==> config.mk <==
export PLATFORM = sky130hd
export DESIGN_NAME = regula_falsi_root_step
export DESIGN_NICKNAME = d
export VERILOG_FILES = /design/src/rtl/rfs_pkg.sv /design/src/rtl/rfs_div.sv /design/src/rtl/rfs_dp.sv /design/src/rtl/rfs_ctrl.sv /design/src/rtl/regula_falsi_root_step.sv
export SDC_FILE = /design/constraint.sdc
export NUM_CORES = 2
export LEC_CHECK = 0
export BUFFER_PORTS_ARGS = -buffer_cell sky130_fd_sc_hd__buf_4
export CORE_ASPECT_RATIO = 0.8
export CORE_UTILIZATION = 45
export DETAILED_ROUTE_END_ITERATION = 10
export PLACE_DENSITY = 0.73
export REMOVE_ABC_BUFFERS = 1
export SLEW_MARGIN = 0
export SYNTH_ARGS = -nofsm -noshare
export SYNTH_HDL_FRONTEND = slang
export SYNTH_SLANG_ARGS = --single-unit
==> constraint.sdc <==
create_clock -name i_clk -period 12.82 [get_ports i_clk]
set_input_delay 2.564 -clock i_clk [delete_from_list [all_inputs] [get_ports i_clk]]
set_output_delay 2.564 -clock i_clk [all_outputs]
set_load 0.02 [all_outputs]
==> src/rtl/rfs_pkg.sv <==
// Shared types and constants of the regula falsi root step block.
// No dependencies.
`default_nettype none
package rfs_pkg;
    localparam logic [7:0]  STEP_LIMIT_RST = 8'd16;
    localparam logic [16:0] ONE_Q          = 17'h10000;
    localparam logic [16:0] HALF_Q         = 17'h08000;
    localparam logic        REG_STEP_LIMIT = 1'b0;

    typedef enum logic [1:0] {
        SIDE_NONE,
        SIDE_LOW,
        SIDE_HIGH,
        SIDE_DONE
    } t_side;

    typedef enum logic [3:0] {
        OP_NONE,
        OP_LOAD,
        OP_CAPTURE,
        OP_DDIV_GO,
        OP_DMUL,
        OP_DWR,
        OP_MOVE,
        OP_SMUL1,
        OP_SMUL2,
        OP_SNUM,
        OP_SDIV_GO,
        OP_EMIT_LAST,
        OP_EMIT_FAULT,
        OP_EMIT_SEC
    } t_op;

    typedef struct packed {
        logic side_done;
        logic hit_any;
        logic need_damp;
        logic at_limit;
        logic den_zero;
        logic div_done;
    } t_status;
endpackage
`default_nettype wire

==> src/rtl/rfs_div.sv <==
// Restoring unsigned divider, one quotient bit per cycle.
// No dependencies.
`default_nettype none
module rfs_div (
    input  wire logic        i_clk,
    input  wire logic        i_rst_n,
    input  wire logic        i_go,
    input  wire logic [63:0] i_dividend,
    input  wire logic [32:0] i_divisor,
    output logic             o_done,
    output logic [63:0]      o_quotient
);
    logic        r_busy;
    logic        r_done;
    logic [5:0]  r_cnt;
    logic [63:0] r_q;
    logic [32:0] r_rem;
    logic [32:0] r_div;
    logic [33:0] trial;
    logic        ge;
    logic [33:0] n_rem;

    always_comb begin
        trial = {r_rem, r_q[63]};
        ge    = trial >= {1'b0, r_div};
        n_rem = ge ? (trial - {1'b0, r_div}) : trial;
    end

    always_ff @(posedge i_clk) begin
        if (!i_rst_n) begin
            r_busy <= 1'b0;
            r_done <= 1'b0;
            r_cnt  <= '0;
        end else begin
            r_done <= 1'b0;
            if (i_go) begin
                r_busy <= 1'b1;
                r_cnt  <= '0;
                r_q    <= i_dividend;
                r_rem  <= '0;
                r_div  <= i_divisor;
            end else if (r_busy) begin
                r_rem <= n_rem[32:0];
                r_q   <= {r_q[62:0], ge};
                r_cnt <= r_cnt + 6'd1;
                if (r_cnt == 6'd63) begin
                    r_busy <= 1'b0;
                    r_done <= 1'b1;
                end
            end
        end
    end

    assign o_done     = r_done;
    assign o_quotient = r_q;
endmodule
`default_nettype wire

==> src/rtl/rfs_dp.sv <==
// Datapath: bracket state, shared multiplier, divider and result register.
// Depends on rfs_pkg and rfs_div.
`default_nettype none
module rfs_dp (
    input  wire logic               i_clk,
    input  wire logic               i_rst_n,
    input  wire rfs_pkg::t_op       i_op,
    input  wire logic [7:0]         i_step_limit,
    input  wire logic signed [31:0] i_lower_point,
    input  wire logic signed [31:0] i_upper_point,
    input  wire logic signed [31:0] i_lower_value,
    input  wire logic signed [31:0] i_upper_value,
    input  wire logic signed [31:0] i_sample_value,
    output rfs_pkg::t_status        o_status,
    output logic signed [31:0]      o_point,
    output logic                    o_done_res,
    output logic                    o_fault
);
    logic signed [31:0] r_low, r_high, r_lv, r_hv, r_last, r_val;
    rfs_pkg::t_side     r_side;
    logic [7:0]         r_steps;
    logic signed [63:0] r_p1, r_prod, r_num;
    logic               r_neg;
    logic signed [31:0] r_point;
    logic               r_done, r_fault;

    logic               hit_low, hit_high;
    logic signed [31:0] ref_v, other_v;
    logic [31:0]        abs_val, abs_ref;
    logic signed [32:0] den;
    logic [32:0]        abs_den;
    logic [63:0]        abs_num;
    logic               div_go, div_done;
    logic [63:0]        div_a, quo;
    logic [32:0]        div_b;
    logic [16:0]        m;
    logic signed [31:0] mul_a, mul_b;
    logic signed [63:0] mul_p, adj;
    logic signed [31:0] sec_p;

    always_comb begin
        hit_low  = (r_val != 0) && (r_lv != 0) && (r_val[31] == r_lv[31]);
        hit_high = !hit_low && (r_val != 0) && (r_hv != 0) && (r_val[31] == r_hv[31]);
        ref_v    = hit_low ? r_lv : r_hv;
        other_v  = hit_low ? r_hv : r_lv;
        abs_val  = r_val[31] ? 32'(-r_val) : 32'(r_val);
        abs_ref  = ref_v[31] ? 32'(-ref_v) : 32'(ref_v);
        den      = {r_hv[31], r_hv} - {r_lv[31], r_lv};
        abs_den  = den[32] ? 33'(-den) : 33'(den);
        abs_num  = r_num[63] ? 64'(-r_num) : 64'(r_num);
        div_go   = (i_op == rfs_pkg::OP_DDIV_GO) || (i_op == rfs_pkg::OP_SDIV_GO);
        if (i_op == rfs_pkg::OP_DDIV_GO) begin
            div_a = {16'd0, abs_val, 16'd0};
            div_b = {1'b0, abs_ref};
        end else begin
            div_a = abs_num;
            div_b = abs_den;
        end
        m = (quo[63:16] != 0) ? rfs_pkg::HALF_Q : rfs_pkg::ONE_Q - {1'b0, quo[15:0]};
        case (i_op)
            rfs_pkg::OP_SMUL1: begin
                mul_a = r_low;
                mul_b = r_hv;
            end
            rfs_pkg::OP_SMUL2: begin
                mul_a = r_high;
                mul_b = r_lv;
            end
            default: begin
                mul_a = other_v;
                mul_b = $signed({15'd0, m});
            end
        endcase
        mul_p = mul_a * mul_b;
        adj   = r_prod + (r_prod[63] ? 64'sd65535 : 64'sd0);
        if (r_neg) begin
            sec_p = (quo[63:32] != 0 || (quo[31] && quo[30:0] != 0)) ?
                    32'sh80000000 : $signed(32'(-quo[31:0]));
        end else begin
            sec_p = (quo[63:31] != 0) ? 32'sh7FFFFFFF : $signed(quo[31:0]);
        end
    end

    rfs_div u_div (
        .i_clk      (i_clk),
        .i_rst_n    (i_rst_n),
        .i_go       (div_go),
        .i_dividend (div_a),
        .i_divisor  (div_b),
        .o_done     (div_done),
        .o_quotient (quo)
    );

    always_ff @(posedge i_clk) begin
        if (!i_rst_n) begin
            r_low   <= '0;
            r_high  <= '0;
            r_lv    <= '0;
            r_hv    <= '0;
            r_last  <= '0;
            r_val   <= '0;
            r_side  <= rfs_pkg::SIDE_NONE;
            r_steps <= '0;
        end else begin
            case (i_op)
                rfs_pkg::OP_LOAD: begin
                    r_low   <= i_lower_point;
                    r_high  <= i_upper_point;
                    r_lv    <= i_lower_value;
                    r_hv    <= i_upper_value;
                    r_steps <= '0;
                    r_side  <= rfs_pkg::SIDE_NONE;
                end
                rfs_pkg::OP_CAPTURE: begin
                    r_val <= i_sample_value;
                    if (r_side != rfs_pkg::SIDE_DONE && r_steps != 8'd255) begin
                        r_steps <= r_steps + 8'd1;
                    end
                end
                rfs_pkg::OP_DWR: begin
                    if (hit_low) begin
                        r_hv <= adj[47:16];
                    end else begin
                        r_lv <= adj[47:16];
                    end
                end
                rfs_pkg::OP_MOVE: begin
                    if (hit_low) begin
                        r_low  <= r_last;
                        r_lv   <= r_val;
                        r_side <= rfs_pkg::SIDE_LOW;
                    end else begin
                        r_high <= r_last;
                        r_hv   <= r_val;
                        r_side <= rfs_pkg::SIDE_HIGH;
                    end
                end
                rfs_pkg::OP_EMIT_LAST: begin
                    r_side <= rfs_pkg::SIDE_DONE;
                end
                rfs_pkg::OP_EMIT_FAULT: begin
                    r_side <= rfs_pkg::SIDE_DONE;
                    r_last <= r_low;
                end
                rfs_pkg::OP_EMIT_SEC: begin
                    r_last <= sec_p;
                end
                default: begin
                end
            endcase
        end
    end

    always_ff @(posedge i_clk) begin
        case (i_op)
            rfs_pkg::OP_SMUL1: begin
                r_p1 <= mul_p;
            end
            rfs_pkg::OP_SMUL2, rfs_pkg::OP_DMUL: begin
                r_prod <= mul_p;
            end
            rfs_pkg::OP_SNUM: begin
                r_num <= r_p1 - r_prod;
            end
            rfs_pkg::OP_SDIV_GO: begin
                r_neg <= r_num[63] ^ den[32];
            end
            rfs_pkg::OP_EMIT_LAST: begin
                r_point <= r_last;
                r_done  <= 1'b1;
                r_fault <= 1'b0;
            end
            rfs_pkg::OP_EMIT_FAULT: begin
                r_point <= r_low;
                r_done  <= 1'b0;
                r_fault <= 1'b1;
            end
            rfs_pkg::OP_EMIT_SEC: begin
                r_point <= sec_p;
                r_done  <= 1'b0;
                r_fault <= 1'b0;
            end
            default: begin
            end
        endcase
    end

    always_comb begin
        o_status.side_done = (r_side == rfs_pkg::SIDE_DONE);
        o_status.hit_any   = hit_low || hit_high;
        o_status.need_damp = (hit_low && r_side == rfs_pkg::SIDE_LOW) ||
                             (hit_high && r_side == rfs_pkg::SIDE_HIGH);
        o_status.at_limit  = r_steps >= i_step_limit;
        o_status.den_zero  = (den == 0);
        o_status.div_done  = div_done;
    end

    assign o_point    = r_point;
    assign o_done_res = r_done;
    assign o_fault    = r_fault;
endmodule
`default_nettype wire

==> src/rtl/rfs_ctrl.sv <==
// Controller state machine: sequences the datapath and owns both handshakes.
// Depends on rfs_pkg.
`default_nettype none
module rfs_ctrl (
    input  wire logic             i_clk,
    input  wire logic             i_rst_n,
    input  wire logic             i_in_valid,
    input  wire logic             i_operation,
    input  wire logic             i_out_ready,
    input  wire rfs_pkg::t_status i_status,
    output rfs_pkg::t_op          o_op,
    output logic                  o_in_ready,
    output logic                  o_out_valid
);
    typedef enum logic [3:0] {
        S_IDLE, S_VCHK, S_DDIV, S_DWAIT, S_DMUL, S_DWR, S_MOVE, S_LIMIT,
        S_SMUL1, S_SMUL2, S_SNUM, S_SDIV, S_SWAIT, S_EM_LAST, S_EM_FAULT, S_EM_SEC
    } t_state;

    t_state r_state, n_state;
    logic   r_out_valid, n_out_valid;
    logic   slot_free;

    always_comb begin
        slot_free   = !r_out_valid || i_out_ready;
        n_state     = r_state;
        n_out_valid = r_out_valid && !i_out_ready;
        o_op        = rfs_pkg::OP_NONE;
        case (r_state)
            S_IDLE: begin
                if (i_in_valid) begin
                    o_op    = i_operation ? rfs_pkg::OP_CAPTURE : rfs_pkg::OP_LOAD;
                    n_state = i_operation ? S_VCHK : S_SMUL1;
                end
            end
            S_VCHK: begin
                if (i_status.side_done || !i_status.hit_any) begin
                    n_state = S_EM_LAST;
                end else if (i_status.need_damp) begin
                    n_state = S_DDIV;
                end else begin
                    n_state = S_MOVE;
                end
            end
            S_DDIV: begin
                o_op    = rfs_pkg::OP_DDIV_GO;
                n_state = S_DWAIT;
            end
            S_DWAIT: begin
                if (i_status.div_done) begin
                    n_state = S_DMUL;
                end
            end
            S_DMUL: begin
                o_op    = rfs_pkg::OP_DMUL;
                n_state = S_DWR;
            end
            S_DWR: begin
                o_op    = rfs_pkg::OP_DWR;
                n_state = S_MOVE;
            end
            S_MOVE: begin
                o_op    = rfs_pkg::OP_MOVE;
                n_state = S_LIMIT;
            end
            S_LIMIT: begin
                n_state = i_status.at_limit ? S_EM_LAST : S_SMUL1;
            end
            S_SMUL1: begin
                o_op    = rfs_pkg::OP_SMUL1;
                n_state = S_SMUL2;
            end
            S_SMUL2: begin
                o_op    = rfs_pkg::OP_SMUL2;
                n_state = S_SNUM;
            end
            S_SNUM: begin
                o_op    = rfs_pkg::OP_SNUM;
                n_state = S_SDIV;
            end
            S_SDIV: begin
                if (i_status.den_zero) begin
                    n_state = S_EM_FAULT;
                end else begin
                    o_op    = rfs_pkg::OP_SDIV_GO;
                    n_state = S_SWAIT;
                end
            end
            S_SWAIT: begin
                if (i_status.div_done) begin
                    n_state = S_EM_SEC;
                end
            end
            S_EM_LAST, S_EM_FAULT, S_EM_SEC: begin
                if (slot_free) begin
                    case (r_state)
                        S_EM_LAST:  o_op = rfs_pkg::OP_EMIT_LAST;
                        S_EM_FAULT: o_op = rfs_pkg::OP_EMIT_FAULT;
                        default:    o_op = rfs_pkg::OP_EMIT_SEC;
                    endcase
                    n_out_valid = 1'b1;
                    n_state     = S_IDLE;
                end
            end
            default: begin
                n_state = S_IDLE;
            end
        endcase
    end

    always_ff @(posedge i_clk) begin
        if (!i_rst_n) begin
            r_state     <= S_IDLE;
            r_out_valid <= 1'b0;
        end else begin
            r_state     <= n_state;
            r_out_valid <= n_out_valid;
        end
    end

    assign o_in_ready  = (r_state == S_IDLE);
    assign o_out_valid = r_out_valid;
endmodule
`default_nettype wire

==> src/rtl/regula_falsi_root_step.sv <==
// Top level of the Anderson-Bjorck regula falsi root step block.
// Depends on rfs_pkg, rfs_ctrl and rfs_dp.
// A value item ends in a repeat or zero hit, the step limit, a plain or a damped step.
// One transaction at a time, paced by the serial divider.
// Reset: synchronous, active low; clears bracket state, step_limit to 16.
`default_nettype none
module regula_falsi_root_step (
    input  wire logic               i_clk,
    input  wire logic               i_rst_n,
    input  wire logic               i_in_valid,
    output logic                    o_in_ready,
    input  wire logic               i_operation,
    input  wire logic signed [31:0] i_lower_point,
    input  wire logic signed [31:0] i_upper_point,
    input  wire logic signed [31:0] i_lower_value,
    input  wire logic signed [31:0] i_upper_value,
    input  wire logic signed [31:0] i_sample_value,
    output logic                    o_out_valid,
    input  wire logic               i_out_ready,
    output logic signed [31:0]      o_point,
    output logic                    o_done_res,
    output logic                    o_fault,
    input  wire logic               psel,
    input  wire logic               penable,
    input  wire logic               pwrite,
    input  wire logic [2:0]         paddr,
    input  wire logic [31:0]        pwdata,
    output logic [31:0]             prdata,
    output logic                    pready
);
    logic [7:0]       r_step_limit;
    rfs_pkg::t_op     op;
    rfs_pkg::t_status status;

    always_ff @(posedge i_clk) begin
        if (!i_rst_n) begin
            r_step_limit <= rfs_pkg::STEP_LIMIT_RST;
        end else if (psel && penable && pwrite && paddr[2] == rfs_pkg::REG_STEP_LIMIT) begin
            r_step_limit <= pwdata[7:0];
        end
    end

    assign prdata = (paddr[2] == rfs_pkg::REG_STEP_LIMIT) ? {24'd0, r_step_limit} : 32'd0;
    assign pready = 1'b1;

    rfs_ctrl u_ctrl (
        .i_clk       (i_clk),
        .i_rst_n     (i_rst_n),
        .i_in_valid  (i_in_valid),
        .i_operation (i_operation),
        .i_out_ready (i_out_ready),
        .i_status    (status),
        .o_op        (op),
        .o_in_ready  (o_in_ready),
        .o_out_valid (o_out_valid)
    );

    rfs_dp u_dp (
        .i_clk          (i_clk),
        .i_rst_n        (i_rst_n),
        .i_op           (op),
        .i_step_limit   (r_step_limit),
        .i_lower_point  (i_lower_point),
        .i_upper_point  (i_upper_point),
        .i_lower_value  (i_lower_value),
        .i_upper_value  (i_upper_value),
        .i_sample_value (i_sample_value),
        .o_status       (status),
        .o_point        (o_point),
        .o_done_res     (o_done_res),
        .o_fault        (o_fault)
    );
endmodule
`default_nettype wire

==> reports/qor.yml <==
worst_setup_path:
  critical_path.max_fanout: 72
  worstSetupPathType: "flop to flop"
  cp-end-kind: "flop"
  critPathArrivalTime_ns: 12.55
  slowest_delay_ns: 0.78
  crit_path_start_kind: "flop"
  crit_path_top_delay_cell: "o21a_1"
  cp_common_cell: "fa_1"
  cp.required_ns: 13.30
logic_synthesis:
  synth_seq_cells: 580
  yosysTopAreaCell: "fa_1"
  synthesis.area_sq_um: 72200
  yosysWarnings: 0
  synth-edff-count: 357
  synthTopCellsByArea: "fa_1 30%, edfxtp_1 15%, dfxtp_1 6.2%"
  seq_area_frac_synth_pct: 21.0
  ys_types: 89
  netlist.area_leader.share_pct: 30.1
  synth_ff_type: "edfxtp_1"
  async_flop_share_pct: 0
  synth_cells: 8065
  syn_avg_cell_area_sq_um: 8.95
run:
  drv_cap: 0
timing:
  setup_tns_ns: 0
  fmax_mhz: 82.8
  finalSetupViolCount: 0
  max_slew_margin_pct: 8.43
  min_period_ns: 12.08
  rsz0062_at_grt: "no"
  tightestPinTransition_ns: 1.37
  finClkSkew_ns: 0.0561
  hold_violations: 0
  fin_ws_ns: 0.744
  maxSlewViolCount: 0
  min_period_over_period_pct: 94.2
drt:
  wirelength_met1_um: 95300
  dr.pass1.iters: 10
  wl_um: 244000
  drt_iter0_drc: 7024
  wl_per_cell_um: 23.8
  dr_wl_met3_um: 27000
  num_vias: 60700
  wl_met2_um: 107000
  remaining_drc_errors: 8
  via_per_inst: 5.93
  highest_layer: "met5"
  ant_nets: 0
floorplan:
  core_area_sq_um: 159000
  dieWidth_um: 450
  pin_count: 272
  start_util_pct: 45.3
  num_rows: 131
  die_y_um: 360
  die-area_sq_um: 162000
grt:
  grt_pass1_wl_um: 369000
  grt-ovfl-total: 0
  grt_use_total_pct: 29.8
  antenna_found_initial: 4
  first_global_vias: 60100
  grt_max_degree: 117
cts:
  ctsResizeCount: 0
  clock_latency_ns: 0.67
  postCtsSetupBuffers: 0
  clkTransAtPathRegs_ns: 0.07
  clock_path_buffers: 3
  cts_made_buffers: 58
  cts_tree: "done"
  clock_sinks: 580
  ctsRootBufferMaster: "clkbuf_16"
  hold_buffers: 0
  cts-htree-levels: 2
place:
  gp_congestion: 1.02
  place_ws_ns: 1.07
  placed_cell_area_sq_um: 76000
  post-place-cells: 10100
  dp_hpwl_um: 195000
  numPortBuffers: 220
finish:
  finish.net_count: 9699
  final_area_sq_um: 78000
  mostFrequentLayoutCell: "inv_1"
  final_cell_mix: "1140 x inv_1, 1085 x fa_1, 934 x nor2_1"
  drive_gt1_share_pct: 7.53
  layout.cells.non_filler: 10200
  fillers: 14900
  area_growth_pct: 8.04
min_path:
  hold_path.class: "flop to flop"
power_and_ir_drop:
  cellLeakagePower_uw: 0.0344
  vdd_drop_max_mv: 0.183
  power_uw: 16500
  p_per_area_nw_per_um2: 212
outcome:
  violations: "DRC"
  status: "complete, but fails checks"
[state kept, by name, indices dropped and copies added, names as in the netlist, 2 cells and up]
register,flops
u_dp.u_div.r_div,33
u_dp.r_prod,64
u_dp.r_last,32
u_dp.r_p1,64
u_dp.r_side,2
u_dp.u_div.r_cnt,6
u_dp.r_val,32
u_dp.r_steps,8
u_dp.u_div.o_quotient,64
u_dp.r_low,32
u_dp.r_num,64
u_dp.u_div.r_rem,33
r_step_limit,8
u_ctrl.r_state,4
u_dp.o_point,32
u_dp.r_high,32
u_dp.r_lv,32
u_dp.r_hv,32
[stage by stage]
stage | hold slack (ns) | utilization [%]
2_1_floorplan | 0.436 | -
3_3_place_gp | 0.442 | 47.7
3_5_place_dp | 0.454 | 47.7
4_1_cts | 0.469 | 48.9
5_1_grt | 0.495 | 48.9
6_report | 0.465 | 48.9
[worst max-delay path: cells and delay by family (launching register included)]
family	cells	cell delay (ns)
buf+inv	5	0.87
flops	1	0.52
compound gates	9	3.40
simple gates	8	2.77
fa+ha+maj	9	4.18
[kinds of logic (layout without fill, tap and decap cells)]
group | count (synthesis) | after routing | share of synthesized area, %
AND/OR/NAND/NOR | 2420 | 2420 | 14.7
AO/OA/AOI/OAI | 1623 | 1623 | 14.4
buffers and inverters | 1605 | 1633 | 8.79
adder cells (fa/ha/maj) | 1429 | 1429 | 36.1
flip-flops | 580 | 580 | 21.0
XOR/XNOR | 373 | 373 | 4.53
multiplexers | 33 | 33 | 0.459
other | 2 | 28 | 0.0104
[where the power goes]
group | switching (uW) | total [uW] | internal (uW)
logic | 7640 | 11400 | 3780
registers | 425 | 3290 | 2870
clock network | 802 | 1800 | 999
[final timing paths]
| path | start | end | slack [ns] | depth (start not counted) |
|---|---|---|---|---|
| hold reg to reg | r_step_limit[7]$_SDFFE_PN0P_ | r_step_limit[7]$_SDFFE_PN0P_ | 0.47 | 2 |
| setup / recovery | u_dp.r_val[7]$_SDFFE_PN0P_ | u_dp.r_prod[55]$_DFFE_PP_ | 0.74 | 31 |
| setup reg to reg | u_dp.r_val[7]$_SDFFE_PN0P_ | u_dp.r_prod[55]$_DFFE_PP_ | 0.74 | 31 |
| hold / removal | r_step_limit[7]$_SDFFE_PN0P_ | r_step_limit[7]$_SDFFE_PN0P_ | 0.47 | 2 |
[cells in the mapped netlist, types with 11 or more instances]
| cell type | n |
|---|---|
| a211oi_1 | 96 |
| a21o_1 | 105 |
| a21oi_1 | 453 |
| a221oi_1 | 13 |
| a22o_1 | 18 |
| a22oi_1 | 108 |
| a31oi_1 | 97 |
| and2_1 | 78 |
| and3_1 | 35 |
| buf_1 | 26 |
| buf_2 | 73 |
| buf_4 | 41 |
| clkbuf_1 | 313 |
| dfxtp_1 | 223 |
| edfxtp_1 | 357 |
| fa_1 | 1085 |
| ha_1 | 344 |
| inv_1 | 1140 |
| mux2i_1 | 32 |
| nand2_1 | 833 |
| nand2b_1 | 53 |
| nand3_1 | 116 |
| nand3b_1 | 13 |
| nand4_1 | 51 |
| nor2_1 | 939 |
| nor2b_1 | 47 |
| nor3_1 | 87 |
| nor4_1 | 45 |
| o211ai_1 | 43 |
| o21a_1 | 78 |
| o21a_2 | 11 |
| o21ai_0 | 286 |
| o21ai_1 | 28 |
| o21ai_2 | 24 |
| o21bai_1 | 23 |
| o22ai_1 | 45 |
| o31ai_1 | 46 |
| o41ai_1 | 20 |
| or2_2 | 30 |
| or3_1 | 37 |
| or4_1 | 20 |
| xnor2_1 | 194 |
| xor2_1 | 179 |
[layer usage]
layer / GRT usage, % / vias up
met4: 14.6 / 2
li1: - / 26400
met5: 0 / -
met2: 45.2 / 3432
met3: 6.52 / 568
met1: 40.2 / 30300
[layout make-up]
cell class	count	area, sq um	share of cell area (%)
Antenna cell	3	7.51	0.00963
Timing Repair Buffer	382	2910	3.73
Multi-Input combinational cell	5903	50900	65.3
Sequential cell	580	15200	19.5
Tap cell	2128	2660	3.41
Clock inverter	29	310	0.398
Clock buffer	80	1670	2.14
Inverter	1142	4290	5.50
Note: power is estimated with default switching activity, not from simulation.
